**config.mk**
```make
export PLATFORM = sky130hd
export DESIGN_NAME = buzzer_pattern_sequencer_top_flat
export DESIGN_NICKNAME = d
export VERILOG_FILES = /design/src/rtl/bps_pkg.sv /design/src/rtl/bps_in_if.sv /design/src/rtl/bps_out_if.sv /design/src/rtl/bps_cfg_if.sv /design/src/rtl/buzzer_pattern_sequencer_top.sv /design/src/rtl/bps_engine.sv /design/src/flat_wrapper.sv
export SDC_FILE = /design/constraint.sdc
export NUM_CORES = 1
export LEC_CHECK = 0
export ABC_CLOCK_PERIOD_IN_PS = 5900
export BUFFER_PORTS_ARGS = -buffer_cell sky130_fd_sc_hd__buf_2
export CAP_MARGIN = 10
export CORE_MARGIN = 1
export CORE_UTILIZATION = 62
export CTS_CLUSTER_DIAMETER = 80
export DETAILED_ROUTE_END_ITERATION = 8
export GPL_ROUTABILITY_DRIVEN = 0
export PLACE_DENSITY_LB_ADDON = 0.08
export SKIP_CTS_REPAIR_TIMING = 1
export SYNTH_ARGS = -nofsm -noshare
export SYNTH_HDL_FRONTEND = slang
export SYNTH_HIERARCHICAL = 1
export SYNTH_SLANG_ARGS = --single-unit
```
**constraint.sdc**
```tcl
create_clock -name clk -period 5.9 [get_ports clk]
set_clock_uncertainty 0.2 [all_clocks]
set_input_delay 0 -clock clk [delete_from_list [all_inputs] [get_ports clk]]
set_output_delay 0 -clock clk [all_outputs]
set_load 0.005 [all_outputs]
```
**src/rtl/bps_pkg.sv**
```systemverilog
// Shared types and constants for the buzzer pattern sequencer.
package bps_pkg;

  localparam int unsigned OPC_W   = 1;
  localparam int unsigned TONE_W  = 2;
  localparam int unsigned PAT_W   = 2;
  localparam int unsigned TICK_W  = 4;
  localparam int unsigned BURST_W = 2;
  localparam int unsigned CFG_IDX_W  = 2;
  localparam int unsigned CFG_DATA_W = 4;

  localparam logic [OPC_W-1:0] OPC_TICK = 1'b0;
  localparam logic [OPC_W-1:0] OPC_SET  = 1'b1;

  localparam logic [TONE_W-1:0] TONE_MUTE  = 2'd0;
  localparam logic [TONE_W-1:0] TONE_BEEP  = 2'd1;
  localparam logic [TONE_W-1:0] TONE_ALARM = 2'd2;
  localparam logic [TONE_W-1:0] TONE_END   = 2'd3;

  localparam logic [PAT_W-1:0] PAT_IDLE  = 2'd0;
  localparam logic [PAT_W-1:0] PAT_BEEP  = 2'd1;
  localparam logic [PAT_W-1:0] PAT_ALARM = 2'd2;
  localparam logic [PAT_W-1:0] PAT_END   = 2'd3;

  localparam logic [CFG_IDX_W-1:0] CFG_END_ON      = 2'd0;
  localparam logic [CFG_IDX_W-1:0] CFG_END_OFF     = 2'd1;
  localparam logic [CFG_IDX_W-1:0] CFG_END_REPEATS = 2'd2;

  localparam logic [TICK_W-1:0]  END_ON_RST      = 4'd5;
  localparam logic [TICK_W-1:0]  END_OFF_RST     = 4'd10;
  localparam logic [BURST_W-1:0] END_REPEATS_RST = 2'd3;

  typedef struct packed {
    logic [OPC_W-1:0]  opcode;
    logic [TONE_W-1:0] tone;
  } cmd_t;

  typedef struct packed {
    logic [TICK_W-1:0]  end_on_ticks;
    logic [TICK_W-1:0]  end_off_ticks;
    logic [BURST_W-1:0] end_repeats;
  } cfg_t;

  typedef struct packed {
    logic              buzzer_on;
    logic [PAT_W-1:0]  active_pattern;
  } result_t;

endpackage

```
**src/rtl/bps_in_if.sv**
```systemverilog
// Input channel: tick or tone command beats.
interface bps_in_if;
  logic                       valid;
  logic                       ready;
  logic [bps_pkg::OPC_W-1:0]  opcode;
  logic [bps_pkg::TONE_W-1:0] tone;

  modport source (output valid, output opcode, output tone, input ready);
  modport sink   (input valid, input opcode, input tone, output ready);
endinterface

```
**src/rtl/bps_out_if.sv**
```systemverilog
// Result channel: buzzer level and running pattern beats.
interface bps_out_if;
  logic                      valid;
  logic                      ready;
  logic                      buzzer_on;
  logic [bps_pkg::PAT_W-1:0] active_pattern;

  modport source (output valid, output buzzer_on, output active_pattern, input ready);
  modport sink   (input valid, input buzzer_on, input active_pattern, output ready);
endinterface

```
**src/rtl/bps_cfg_if.sv**
```systemverilog
// Configuration write channel.
interface bps_cfg_if;
  logic                           valid;
  logic                           ready;
  logic [bps_pkg::CFG_IDX_W-1:0]  index;
  logic [bps_pkg::CFG_DATA_W-1:0] data;

  modport source (output valid, output index, output data, input ready);
  modport sink   (input valid, input index, input data, output ready);
endinterface

```
**src/rtl/buzzer_pattern_sequencer_top.sv**
```systemverilog
// Top level of the buzzer pattern sequencer.
// Usage:
//   in_if carries one beat per tick (opcode 0) or tone command (opcode 1,
//   tone 0 mute, 1 beep, 2 alarm, 3 end). Each accepted beat gives exactly
//   one beat on out_if with the buzzer level and the running pattern.
//   cfg_if writes end_on_ticks (index 0), end_off_ticks (index 1) and
//   end_repeats (index 2); it is always ready, and index 3 is dropped.
//   out_if.valid is high in the cycle after an input accept. The pattern
//   state machine steps once per accepted beat, so a new beat can enter
//   every cycle: throughput is one beat per cycle while out_if drains.
//   in_if.ready is high whenever the result register is empty or is being
//   taken in the same cycle. When the receiver stalls, the result holds and
//   the input waits behind it.
//   Reset (rst_n low, synchronous) returns the pattern to idle with the
//   buzzer off, empties the result register and restores the register
//   defaults 5, 10 and 3.
module buzzer_pattern_sequencer_top (
  input  logic      clk,
  input  logic      rst_n,
  bps_in_if.sink    in_if,
  bps_out_if.source out_if,
  bps_cfg_if.sink   cfg_if
);

  bps_pkg::cfg_t    cfg_r;
  bps_pkg::cmd_t    cmd;
  bps_pkg::result_t step_res;
  logic             in_accept;
  logic             out_valid_r, out_valid_nxt;
  bps_pkg::result_t out_res_r;

  assign cfg_if.ready = 1'b1;

  always_ff @(posedge clk) begin
    if (!rst_n) begin
      cfg_r.end_on_ticks  <= bps_pkg::END_ON_RST;
      cfg_r.end_off_ticks <= bps_pkg::END_OFF_RST;
      cfg_r.end_repeats   <= bps_pkg::END_REPEATS_RST;
    end else if (cfg_if.valid) begin
      case (cfg_if.index)
        bps_pkg::CFG_END_ON:      cfg_r.end_on_ticks  <= cfg_if.data;
        bps_pkg::CFG_END_OFF:     cfg_r.end_off_ticks <= cfg_if.data;
        bps_pkg::CFG_END_REPEATS: cfg_r.end_repeats   <= cfg_if.data[bps_pkg::BURST_W-1:0];
        default: begin
        end
      endcase
    end
  end

  assign in_if.ready = !out_valid_r || out_if.ready;
  assign in_accept   = in_if.valid && in_if.ready;
  assign cmd.opcode  = in_if.opcode;
  assign cmd.tone    = in_if.tone;

  bps_engine u_engine (
    .clk     (clk),
    .rst_n   (rst_n),
    .step_en (in_accept),
    .cmd     (cmd),
    .cfg     (cfg_r),
    .result  (step_res)
  );

  assign out_valid_nxt = in_accept || (out_valid_r && !out_if.ready);

  always_ff @(posedge clk) begin
    if (!rst_n) begin
      out_valid_r <= 1'b0;
    end else begin
      out_valid_r <= out_valid_nxt;
    end
  end

  always_ff @(posedge clk) begin
    if (in_accept) begin
      out_res_r <= step_res;
    end
  end

  assign out_if.valid          = out_valid_r;
  assign out_if.buzzer_on      = out_res_r.buzzer_on;
  assign out_if.active_pattern = out_res_r.active_pattern;

endmodule

```
**src/rtl/bps_engine.sv**
```systemverilog
// Pattern state machine: one step per accepted beat.
module bps_engine (
  input  logic             clk,
  input  logic             rst_n,
  input  logic             step_en,
  input  bps_pkg::cmd_t    cmd,
  input  bps_pkg::cfg_t    cfg,
  output bps_pkg::result_t result
);

  typedef enum logic [2:0] {
    PH_IDLE      = 3'd0,
    PH_BEEP      = 3'd1,
    PH_ALARM_ON  = 3'd2,
    PH_ALARM_OFF = 3'd3,
    PH_END_ON    = 3'd4,
    PH_END_OFF   = 3'd5
  } phase_t;

  phase_t                       phase_r, phase_nxt;
  logic [bps_pkg::TICK_W-1:0]   tick_r, tick_nxt, tick_inc;
  logic [bps_pkg::BURST_W-1:0]  burst_r, burst_nxt, burst_inc;
  logic                         drive_r, drive_nxt;

  assign tick_inc  = tick_r + 1'b1;
  assign burst_inc = burst_r + 1'b1;

  always_comb begin
    phase_nxt = phase_r;
    tick_nxt  = tick_r;
    burst_nxt = burst_r;
    drive_nxt = drive_r;
    if (cmd.opcode == bps_pkg::OPC_SET) begin
      case (cmd.tone)
        bps_pkg::TONE_MUTE: begin
          phase_nxt = PH_IDLE;
          tick_nxt  = '0;
          drive_nxt = 1'b0;
        end
        bps_pkg::TONE_BEEP: begin
          phase_nxt = PH_BEEP;
          tick_nxt  = '0;
          drive_nxt = 1'b1;
        end
        bps_pkg::TONE_ALARM: begin
          // A running alarm keeps its rhythm.
          if (phase_r != PH_ALARM_ON && phase_r != PH_ALARM_OFF) begin
            phase_nxt = PH_ALARM_ON;
            tick_nxt  = '0;
            drive_nxt = 1'b1;
          end
        end
        default: begin
          if (phase_r != PH_END_ON && phase_r != PH_END_OFF) begin
            phase_nxt = PH_END_ON;
            tick_nxt  = '0;
            burst_nxt = '0;
            drive_nxt = 1'b1;
          end
        end
      endcase
    end else begin
      case (phase_r)
        PH_IDLE: begin
          tick_nxt  = '0;
          burst_nxt = '0;
          drive_nxt = 1'b0;
        end
        PH_BEEP: begin
          // The buzzer keeps sounding for one more tick after going idle.
          tick_nxt = tick_inc;
          if (tick_inc == bps_pkg::TICK_W'(1)) begin
            phase_nxt = PH_IDLE;
          end
        end
        PH_ALARM_ON: begin
          tick_nxt = tick_inc;
          if (tick_inc == bps_pkg::TICK_W'(1)) begin
            tick_nxt  = '0;
            phase_nxt = PH_ALARM_OFF;
            drive_nxt = 1'b0;
          end
        end
        PH_ALARM_OFF: begin
          tick_nxt = tick_inc;
          if (tick_inc == bps_pkg::TICK_W'(1)) begin
            tick_nxt  = '0;
            phase_nxt = PH_ALARM_ON;
            drive_nxt = 1'b1;
          end
        end
        PH_END_ON: begin
          tick_nxt = tick_inc;
          if (tick_inc == cfg.end_on_ticks) begin
            burst_nxt = burst_inc;
            tick_nxt  = '0;
            drive_nxt = 1'b0;
            phase_nxt = (burst_inc >= cfg.end_repeats) ? PH_IDLE : PH_END_OFF;
          end
        end
        PH_END_OFF: begin
          tick_nxt = tick_inc;
          if (tick_inc == cfg.end_off_ticks) begin
            tick_nxt  = '0;
            phase_nxt = PH_END_ON;
            drive_nxt = 1'b1;
          end
        end
        default: begin
        end
      endcase
    end
  end

  always_comb begin
    result.buzzer_on = drive_nxt;
    case (phase_nxt)
      PH_BEEP:                  result.active_pattern = bps_pkg::PAT_BEEP;
      PH_ALARM_ON, PH_ALARM_OFF: result.active_pattern = bps_pkg::PAT_ALARM;
      PH_END_ON, PH_END_OFF:    result.active_pattern = bps_pkg::PAT_END;
      default:                  result.active_pattern = bps_pkg::PAT_IDLE;
    endcase
  end

  always_ff @(posedge clk) begin
    if (!rst_n) begin
      phase_r <= PH_IDLE;
      tick_r  <= '0;
      burst_r <= '0;
      drive_r <= 1'b0;
    end else if (step_en) begin
      phase_r <= phase_nxt;
      tick_r  <= tick_nxt;
      burst_r <= burst_nxt;
      drive_r <= drive_nxt;
    end
  end

endmodule

```
**src/flat_wrapper.sv**
```systemverilog
// flat-port wrapper written by rule: the top's interface ports become plain ports
module buzzer_pattern_sequencer_top_flat 
  (clk, rst_n, in_if_valid, in_if_opcode, in_if_tone, in_if_ready, out_if_valid, out_if_buzzer_on, out_if_active_pattern, out_if_ready, cfg_if_valid, cfg_if_index, cfg_if_data, cfg_if_ready);
  bps_in_if in_if_i ();
  bps_out_if out_if_i ();
  bps_cfg_if cfg_if_i ();
  input  logic clk;
  input  logic rst_n;
  input wire logic [$bits(in_if_i.valid)-1:0] in_if_valid;
  input wire logic [$bits(in_if_i.opcode)-1:0] in_if_opcode;
  input wire logic [$bits(in_if_i.tone)-1:0] in_if_tone;
  output wire logic [$bits(in_if_i.ready)-1:0] in_if_ready;
  output wire logic [$bits(out_if_i.valid)-1:0] out_if_valid;
  output wire logic [$bits(out_if_i.buzzer_on)-1:0] out_if_buzzer_on;
  output wire logic [$bits(out_if_i.active_pattern)-1:0] out_if_active_pattern;
  input wire logic [$bits(out_if_i.ready)-1:0] out_if_ready;
  input wire logic [$bits(cfg_if_i.valid)-1:0] cfg_if_valid;
  input wire logic [$bits(cfg_if_i.index)-1:0] cfg_if_index;
  input wire logic [$bits(cfg_if_i.data)-1:0] cfg_if_data;
  output wire logic [$bits(cfg_if_i.ready)-1:0] cfg_if_ready;
  assign in_if_i.valid = in_if_valid;
  assign in_if_i.opcode = in_if_opcode;
  assign in_if_i.tone = in_if_tone;
  assign in_if_ready = in_if_i.ready;
  assign out_if_valid = out_if_i.valid;
  assign out_if_buzzer_on = out_if_i.buzzer_on;
  assign out_if_active_pattern = out_if_i.active_pattern;
  assign out_if_i.ready = out_if_ready;
  assign cfg_if_i.valid = cfg_if_valid;
  assign cfg_if_i.index = cfg_if_index;
  assign cfg_if_i.data = cfg_if_data;
  assign cfg_if_ready = cfg_if_i.ready;
  buzzer_pattern_sequencer_top u_core (.clk(clk), .rst_n(rst_n), .in_if(in_if_i), .out_if(out_if_i), .cfg_if(cfg_if_i));
endmodule
```
# After elaboration in Yosys (flattened, before gate mapping)
# Index checks and enable logic that the tools add are counted.
# classes
add_sub_neg	2
n_lt_le_gt_ge	1
eq_ne	26
muxes	34
n_reduce_logical	23
# op_table
op	n
$mux 3	9
$mux 4	6
$pmux 4 s5	1
$pmux 3 s5	1
$eq 3x2->1 const B	4
$eq 3x3->1 const B	4
$ne 3x3->1 const B	4
$pmux 3 s3	1
$eq 4x4->1	2
$mux 2	4
$pmux 4 s2	1
$reduce_or 2->1	4
$mux 1	7
$eq 3x1->1 const B	2
$ne 3x2->1 const B	2
$pmux 2 s3	1
$reduce_and 2->1	3
$reduce_bool 6->1	1
$pmux 1 s5	1
$reduce_and 5->1	1
$add 4x1->4 const B	1
$eq 2x1->1 const B	2
$eq 2x2->1 const B	2
$eq 4x1->1 const B	1
other kinds (15)	21
# word_totals
regBits	24

# Longest topological paths before layout
# Gate-level depths: netlist of run 1.
# depth
word_depth	9
depth_mapped	9

# Modules after synthesis
# The synthesis of run 1 kept the hierarchy.
# modules_own_cells
mod	instances	cells_each	area_per_inst_um2	seq_area_each_um2
bps_engine	1	136	1036.0	200.2
buzzer_pattern_sequencer_top	1	53	591.8	310.3

# Least setup slack after synthesis of run 1
# OpenSTA, ideal clock, no wires.
# synth_path
path_kind	register to register
from	register u_core/u_engine/tick_r[0] (netlist name)
to	register u_core.out_res_r, in the netlist u_core/out_if.active_pattern[0], data pin
setup_ps	254
arrival_time_ps	2073
required_ps	5446
path_slack_ps	3373
path_stages_with_launch	9
n_path_buf	1
synth_period_minus_slack_ps	2527
cell_sequence	dfxtp_1 > buf_2 > inv_1 > ha_1 > xnor2_1 > or4b_4 > o311ai_4 > nand2_2 > o21a_1
# synth_lines
element	line	source
from (decl)	bps_engine.sv:21	logic [bps_pkg::TICK_W-1:0] tick_r, tick_nxt, tick_inc;
from (signal assigned)	bps_engine.sv:133	tick_r <= tick_nxt;
to (signal assigned)	buzzer_pattern_sequencer_top.sv:76	out_res_r <= step_res;
to (decl)	buzzer_pattern_sequencer_top.sv:30	bps_pkg::result_t out_res_r;

==> results of run 1 <==
## per-layer routing
layer  GRT usage, %  wire length [um]  up-vias
li1               -                 -      725
met1           33.0              1770      715
met2           39.4              1970       50
met3           3.74               169       10
met4           6.58                61        0
met5              0                 0        -
## cells by family (layout without fill, tap and decap cells)
family | count (synthesis) | in the layout | share of synthesized area [%]
compound gates | 38 | 38 | 17.4
xor+xnor | 13 | 13 | 7.92
fa+ha+maj | 4 | 4 | 3.07
buf+inv | 24 | 57 | 7.15
flops | 24 | 24 | 31.4
mux | 10 | 10 | 6.15
other cells | 1 | 1 | 0.230
simple gates | 75 | 75 | 26.7
## power by group through the flow
| stage | combinational [mW] | clock [mW] | sequential, mW |
|---|---|---|---|
| 4_1_cts | 0.0559 | 0.0917 | 0.181 |
| 6_report | 0.0700 | 0.0935 | 0.181 |
| 3_3_place_gp | 0.0536 | 0 | 0.184 |
| 2_1_floorplan | 0.0440 | 0 | 0.180 |
| 3_5_place_dp | 0.0557 | 0 | 0.184 |
| 5_1_grt | 0.0759 | 0.102 | 0.182 |
## cell type report
type	count	share of cell area [%]
clock buffer	4	1.86
multi-input combinational	141	51.3
timing repair buffer	41	16.4
sequential	24	26.2
inverter	12	2.31
tap	30	1.92
## registers in the layout, summed over array words and instances, names as in the netlist
register / count
u_core/cfg_r: 10
u_core/out_if.active_pattern: 2
u_core/out_if.buzzer_on: 1
u_core/out_if.valid: 1
u_core/u_engine/burst_r: 2
u_core/u_engine/drive_r: 1
u_core/u_engine/phase_r: 3
u_core/u_engine/tick_r: 4
## cell usage in the layout, fill, tap and decap left out, drive strengths merged, types with 4 or more instances in the layout
| master | n |
|---|---|
| nand3 | 6 |
| a21oi | 5 |
| nor3 | 5 |
| xor2 | 4 |
| dfxtp | 21 |
| inv | 12 |
| nor2b | 8 |
| buf | 18 |
| nand2 | 24 |
| ha | 4 |
| o21ai | 8 |
| a31oi | 5 |
| o211ai | 5 |
| dlygate4sd3 | 23 |
| clkbuf | 4 |
| xnor2 | 8 |
| a21boi | 5 |
| mux2i | 10 |
| nor2 | 7 |
| nand2b | 4 |
| and3b | 4 |
## critical path: stages (launching register included)
cell	delay, ps
dfxtp_1	540
ha_1	340
xor3_1	380
or4b_4	550
o311ai_4	290
nand2_2	110
o21a_1	200
## path summary, 6_finish.rpt
check / start / slack (ps) / to
setup reg to reg: u_core/u_engine/tick_r[0] / 3060 / u_core/out_if.active_pattern[0]
hold / removal: in_if_tone[0] / -30 / u_core/u_engine/phase_r[2]
hold reg to reg: u_core/cfg_r[5] / 330 / u_core/cfg_r[5]
setup / recovery: u_core/u_engine/tick_r[0] / 3060 / u_core/out_if.active_pattern[0]
## stage by stage
stage / util, % / worst slack (ps) / hold slack (ps)
2_1_floorplan: - / 3370 / -81.0
3_5_place_dp: 68.0 / 3140 / 54.7
3_3_place_gp: 68.0 / 3210 / 40.0
5_1_grt: 78.7 / 2960 / 36.0
6_report: 78.7 / 3060 / -25.5
4_1_cts: 69.4 / 3120 / -303
==> run summary, run 1 <==
Top-count cell post-synth -> nand2_1
Synth async-reset ratio -> 0%
Clock slew at reported path FFs -> 150 ps
Startpoint types -> flop
Initial Utilization -> 65.7%
WP data arrival -> 2730 ps
GR Overflow Total -> 0
DR iter-0 viols -> 51
Failing checks -> hold timing
Post-synthesis sequential area ratio -> 31.4%
Die X -> 53.2 um
Logic pwr share -> 20.3%
First-pass detailed-route iteration total -> 4
Syn Area/Cell -> 8.61 um2
Net Switching -> 99.4 uW
Crit path max fanout -> 9
Worst hold slack -> -25.5 ps
DRC viols -> 0
Worst vdd ir -> 144 uV
Synth cell count leaders -> nand2_1, dfxtp_1, inv_1
Via count -> 1500
Placed inst area -> 1680 um2
Core Region -> 2480 um2
Largest net degree at the start of global routing -> 25
#FFs+latches synth -> 24
Htree depth -> 1
Cts bufs inserted -> 3
Syn_nets -> 207
Post-Layout Inst Area -> 1950 um2
Unrepaired setup endpoints after global routing -> false
Final ANT Viol Nets -> 0
Measured slew at the worst slew-check pin -> 624 ps
Drt wl/cell -> 15.8 um
Nets -> 241
Number of global-route vias before repair -> 1141
Clk pwr share -> 27.1%
CTS Sinks -> 24
Total Wirelength -> 3.97 mm
Synthesized area -> 1630 um2
Die H -> 53.2 um
IO Port Bufs -> 18
Insertion delay to the later sink of the worst-skew pair -> 320 ps
Total global-route track usage -> 24.3%
Max Cap Viol -> 0
Final min period -> 2840 ps
Pins Over Slew Limit -> 0
Rows -> 18
Internal power -> 245 uW
Hold/Removal Path Class -> input port to flop
Area growth syn-to-layout -> 19.8%
Final period utilization -> 48.1%
Fmax -> 0.352 GHz
Setup violators final -> 0
First-pass GRT wire length -> 5.02 mm
Total Power -> 345 uW
Area of the multi-input gates -> 1000 um2
Synth cell types -> 52
Post-synth top area cell -> dfxtp_1
Reg power frac -> 52.6%
Via density -> 5.95
Fillers -> 178
Non-Filler Instances -> 252
P per Cell Area -> 177 nW/um2
WHS Path Cells -> 5
Kind of end point of the critical path -> flop
Top cells by area, synth -> dfxtp_1, mux2i_1, edfxtp_1
Cell count after synthesis -> 189
Fin. Hold Viols -> 1
Yosys warns -> 6
CTS tree -> yes
Clk buf depth -> 2
Switch share -> 28.8%
Worst reg2reg path depth -> 6
N_diodes -> 0
Full die area -> 2830 um2
Number of synthesized flops with an enable pin -> 3
Initial antenna violation count -> 0
Most common flop cell mapped by yosys -> dfxtp_1
Inst Count DP -> 225
I/O pin cnt -> 20
Post-route setup TNS -> 0 ps
Slew margin rel. -> 58.2%
Required @ worst endpoint -> 5790 ps
CP Class -> flop to flop
LEAKAGE -> 0.815 nW
CTS root buf -> clkbuf_4
Post-synth top area share -> 25.8%
FF+latch area -> 510 um2
DPL Wire Length -> 2.33 mm
Status -> finished with violations
Layout cells sized above 1 -> 13.5%
Note: power is estimated with default switching activity, not from simulation.
==> inputs of run 2 (changes only) <==
Settings changed: ABC_AREA from default to 1, ABC_CLOCK_PERIOD_IN_PS 5900 to 2400, CORE_UTILIZATION 62 to 51.
Clock period 5.9 ns to 2.4 ns, I/O delays scaled along.
==> run 2 against run 1 <==
Register-to-register slack worse by 2900 ps. Design area up 0.90%. Core utilization down 8.6 points. First-iteration DRC count up 140%. Hold slack worse by 26 ps. The flow still finishes with violations (hold timing). Synthesized cell count up 26%. Clock power rose to 3.2 times the previous value. Sequential power up 150%. Critical path depth up 1. Non-clock buffer count up 4. Critical endpoint is now u_core/cfg_r[2]. Largest power group unchanged.
==> run summary, run 2 <==
CP most frequent cell -> dlygate4sd3_1
N_diodes -> 0 (unchanged)
CTS tree -> yes
Clk buf depth -> 2 (unchanged)
DR iter-0 viols -> 124 (+140%)
CP startpoint -> cfg_if_valid
Synthesized area -> 1540 um2 (-5.3%)
Die X -> 57.0 um (+7.0%)
Die H -> 57.0 um (+7.0%)
Rows -> 19 (+1)
P per Cell Area -> 484 nW/um2 (+170%)
#FFs+latches synth -> 24 (unchanged)
Main combinational cell family by area after synthesis -> simple AND/OR/NAND/NOR gates
Hold/Removal Path Class -> input port to flop
Most flops, register -> u_core/cfg_r
Cts bufs inserted -> 3 (unchanged)
Worst Setup EP -> u_core/cfg_r[2]
DPL Wire Length -> 2.44 mm (+4.7%)
FF-to-FF End -> u_core/out_if.active_pattern[1]
Post-synthesis sequential area ratio -> 33.1% (+1.8 points)
Core Region -> 2810 um2 (+13%)
Via count -> 1649 (+9.9%)
Area growth syn-to-layout -> 27.7%
Final ANT Viol Nets -> 0 (unchanged)
Cell chain of the critical path -> dlygate4sd3_1, buf_2, nand3_2, nor2_1, dlygate4sd3_1, nor2_1, dlygate4sd3_1
WP data arrival -> 2240 ps (-490 ps)
Total global-route track usage -> 21.2% (-3.1 points)
PnR worst setup slack -> 199 ps (-2860 ps)
Synth Area in Compound Gates -> 12.3% (-5.2 points)
Synth cell types -> 28 (-46%)
Insertion delay to the later sink of the worst-skew pair -> 330 ps (about the same)
Max Cap Viol -> 0 (unchanged)
Crit path max fanout -> 13 (+4)
Synth async-reset ratio -> 0% (unchanged)
Top-count cell post-synth -> nand2_1
LEAKAGE -> 0.941 nW (+16%)
Top Registers -> u_core/cfg_r (10), u_core/u_engine/tick_r (4), u_core/u_engine/phase_r (3)
Post-synthesis xor/xnor area fraction -> 3.41% (-4.5 points)
Worst reg2reg path depth -> 10 (+4)
Setup violators final -> 0 (unchanged)
Critical-path top delay cell -> dlygate4sd3_1
CP Class -> input port to flop
Post-Layout Inst Area -> 1970 um2 (+0.90%)
Syn_nets -> 256 (+24%)
Cell count after synthesis -> 238 (+26%)
Nets -> 302 (+25%)
Layout cells sized above 1 -> 13.4% (-0.086 points)
Post-Place Worst Slack -> 145 ps (-2990 ps)
Reg2reg setup slack -> 210 ps (-2850 ps)
Non-Filler Instances -> 314 (+25%)
Top cells by area, synth -> dfxtp_1, nand2_1, nand3_1
Clock slew at reported path FFs -> 140 ps (about the same)
Max FFs per register -> 10 (unchanged)
CTS Sinks -> 24 (unchanged)
Buf/Inv on CP -> 4 (+4)
Most frequent cells in the layout -> nand2_1, inv_1, dlygate4sd3_1, nand3_1, dfxtp_1
Drt wl/cell -> 11.5 um (-27%)
Synth cell count leaders -> nand2_1, inv_1, nand3_1
Initial antenna violation count -> 0 (unchanged)
Largest net degree at the start of global routing -> 16 (-36%)
Post-Synth Simple-Gate Area -> 37.4% (+11 points)
Worst r2r src -> u_core/u_engine/tick_r[0]
Proportion of synthesized area in mux cells -> 0% (-6.1 points)
Kind of end point of the critical path -> flop
Startpoint types -> input port
Fmax -> 0.454 GHz
Final min period -> 2200 ps
Stages on worst setup path -> 7 (+1)
Post-Synth Adder-Cell Area -> 3.25% (+0.17 points)
Commonest non-fill, non-tap cell in the layout -> nand2_1
Required @ worst endpoint -> 2440 ps (-3350 ps)
Initial Utilization -> 55.0% (-11 points)
Total Wirelength -> 3.60 mm (-9.3%)
Number of synthesized flops with an enable pin -> 3 (unchanged)
First-pass GRT wire length -> 5.48 mm (+9.1%)
Inst Count DP -> 284 (+26%)
Finished Core Util -> 70.2% (-8.6 points)
Pins Over Slew Limit -> 0 (unchanged)
Worst hold slack -> -51.6 ps (-26.2 ps)
Most common flop cell mapped by yosys -> dfxtp_1
Number of global-route vias before repair -> 1272 (+11%)
GR Overflow Total -> 0 (unchanged)
Syn Area/Cell -> 6.48 um2 (-25%)
Fin. Hold Viols -> 3 (+2)
I/O pin cnt -> 20 (unchanged)
Placed inst area -> 1650 um2 (-1.8%)
Post-route setup TNS -> 0 ps (unchanged)
CTS root buf -> clkbuf_4
Delay-heaviest family, CP -> buffers and inverters
Htree depth -> 1 (unchanged)
First-pass detailed-route iteration total -> 5 (+1)
Yosys warns -> 6 (unchanged)
Unrepaired setup endpoints after global routing -> false
Failing checks -> hold timing
Worst vdd ir -> 441 uV (+210%)
Via density -> 5.25 (-12%)
Total Power -> 953 uW (+180%)
Status -> finished with violations
Final period utilization -> 91.7%
DRC viols -> 0 (unchanged)
Slowest stage delay, CP -> 580 ps (+30 ps)
IO Port Bufs -> 18 (unchanged)
Post-synth top area cell -> dfxtp_1
Post-synth top area share -> 27.3% (+1.4 points)
Full die area -> 3250 um2 (+15%)
[run 2: cell types whose count changed after synthesis, moves of 10 or more]
cell	before	now
nand3_1	6	26
nor2_1	7	17
inv_1	12	34
nand2_1	23	65
mux2i_1	10	0
a21oi_1	5	17
[run 2: metal layers]
| metal | wire [um] | GRT usage [%] | share of wire [%] |
|---|---|---|---|
| met1 | 1580 | 30.2 | 44 |
| met2 | 1700 | 32.8 | 47 |
| met3 | 247 | 5.90 | 6.9 |
| met4 | 72 | 3.14 | 2.0 |
| met5 | 0 | 0 | 0 |
[run 2: cell families after synthesis]
group,after synthesis
XOR/XNOR,6
AO/OA/AOI/OAI,35
buffers and inverters,40
AND/OR/NAND/NOR,128
flip-flops,24
other,1
adder cells (fa/ha/maj),4
[run 2: how the worst min path moves through the flow]
stage,cells after the start,slack [ps],start,end
floorplan,2,-100,out_if_ready,in_if_ready
global placement,3,60,cfg_if_data[2],u_core/cfg_r[4]
detailed placement,3,60,cfg_if_data[2],u_core/cfg_r[4]
CTS,3,-290,cfg_if_data[2],u_core/cfg_r[4]
global route,4,-6,in_if_tone[1],u_core/out_if.buzzer_on
finish,6,-50,in_if_tone[1],u_core/u_engine/drive_r
[run 2: cell type report]
| type | instances | area (um2) |
|---|---|---|
| clock buffer | 3 | 22.5 |
| clock inverter | 1 | 30.0 |
| fill | 239 | 837 |
| inverter | 36 | 135 |
| multi-input combinational | 174 | 872 |
| sequential | 24 | 512 |
| tap | 31 | 38.8 |
| timing repair buffer | 45 | 358 |
[run 2: where the power goes]
part | internal [mW] | total (mW) | switching, mW
sequential | 0.431 | 0.449 | 0.0180
clock | 0.169 | 0.298 | 0.129
combinational | 0.0887 | 0.207 | 0.118
total | 0.689 | 0.953 | 0.265
[run 2: worst min-delay path, stage by stage]
cell     delay, ps
buf_2          130
o21ai_0         80
nand2_1         70
nand3_1         70
nand2_1         60
inv_1           30
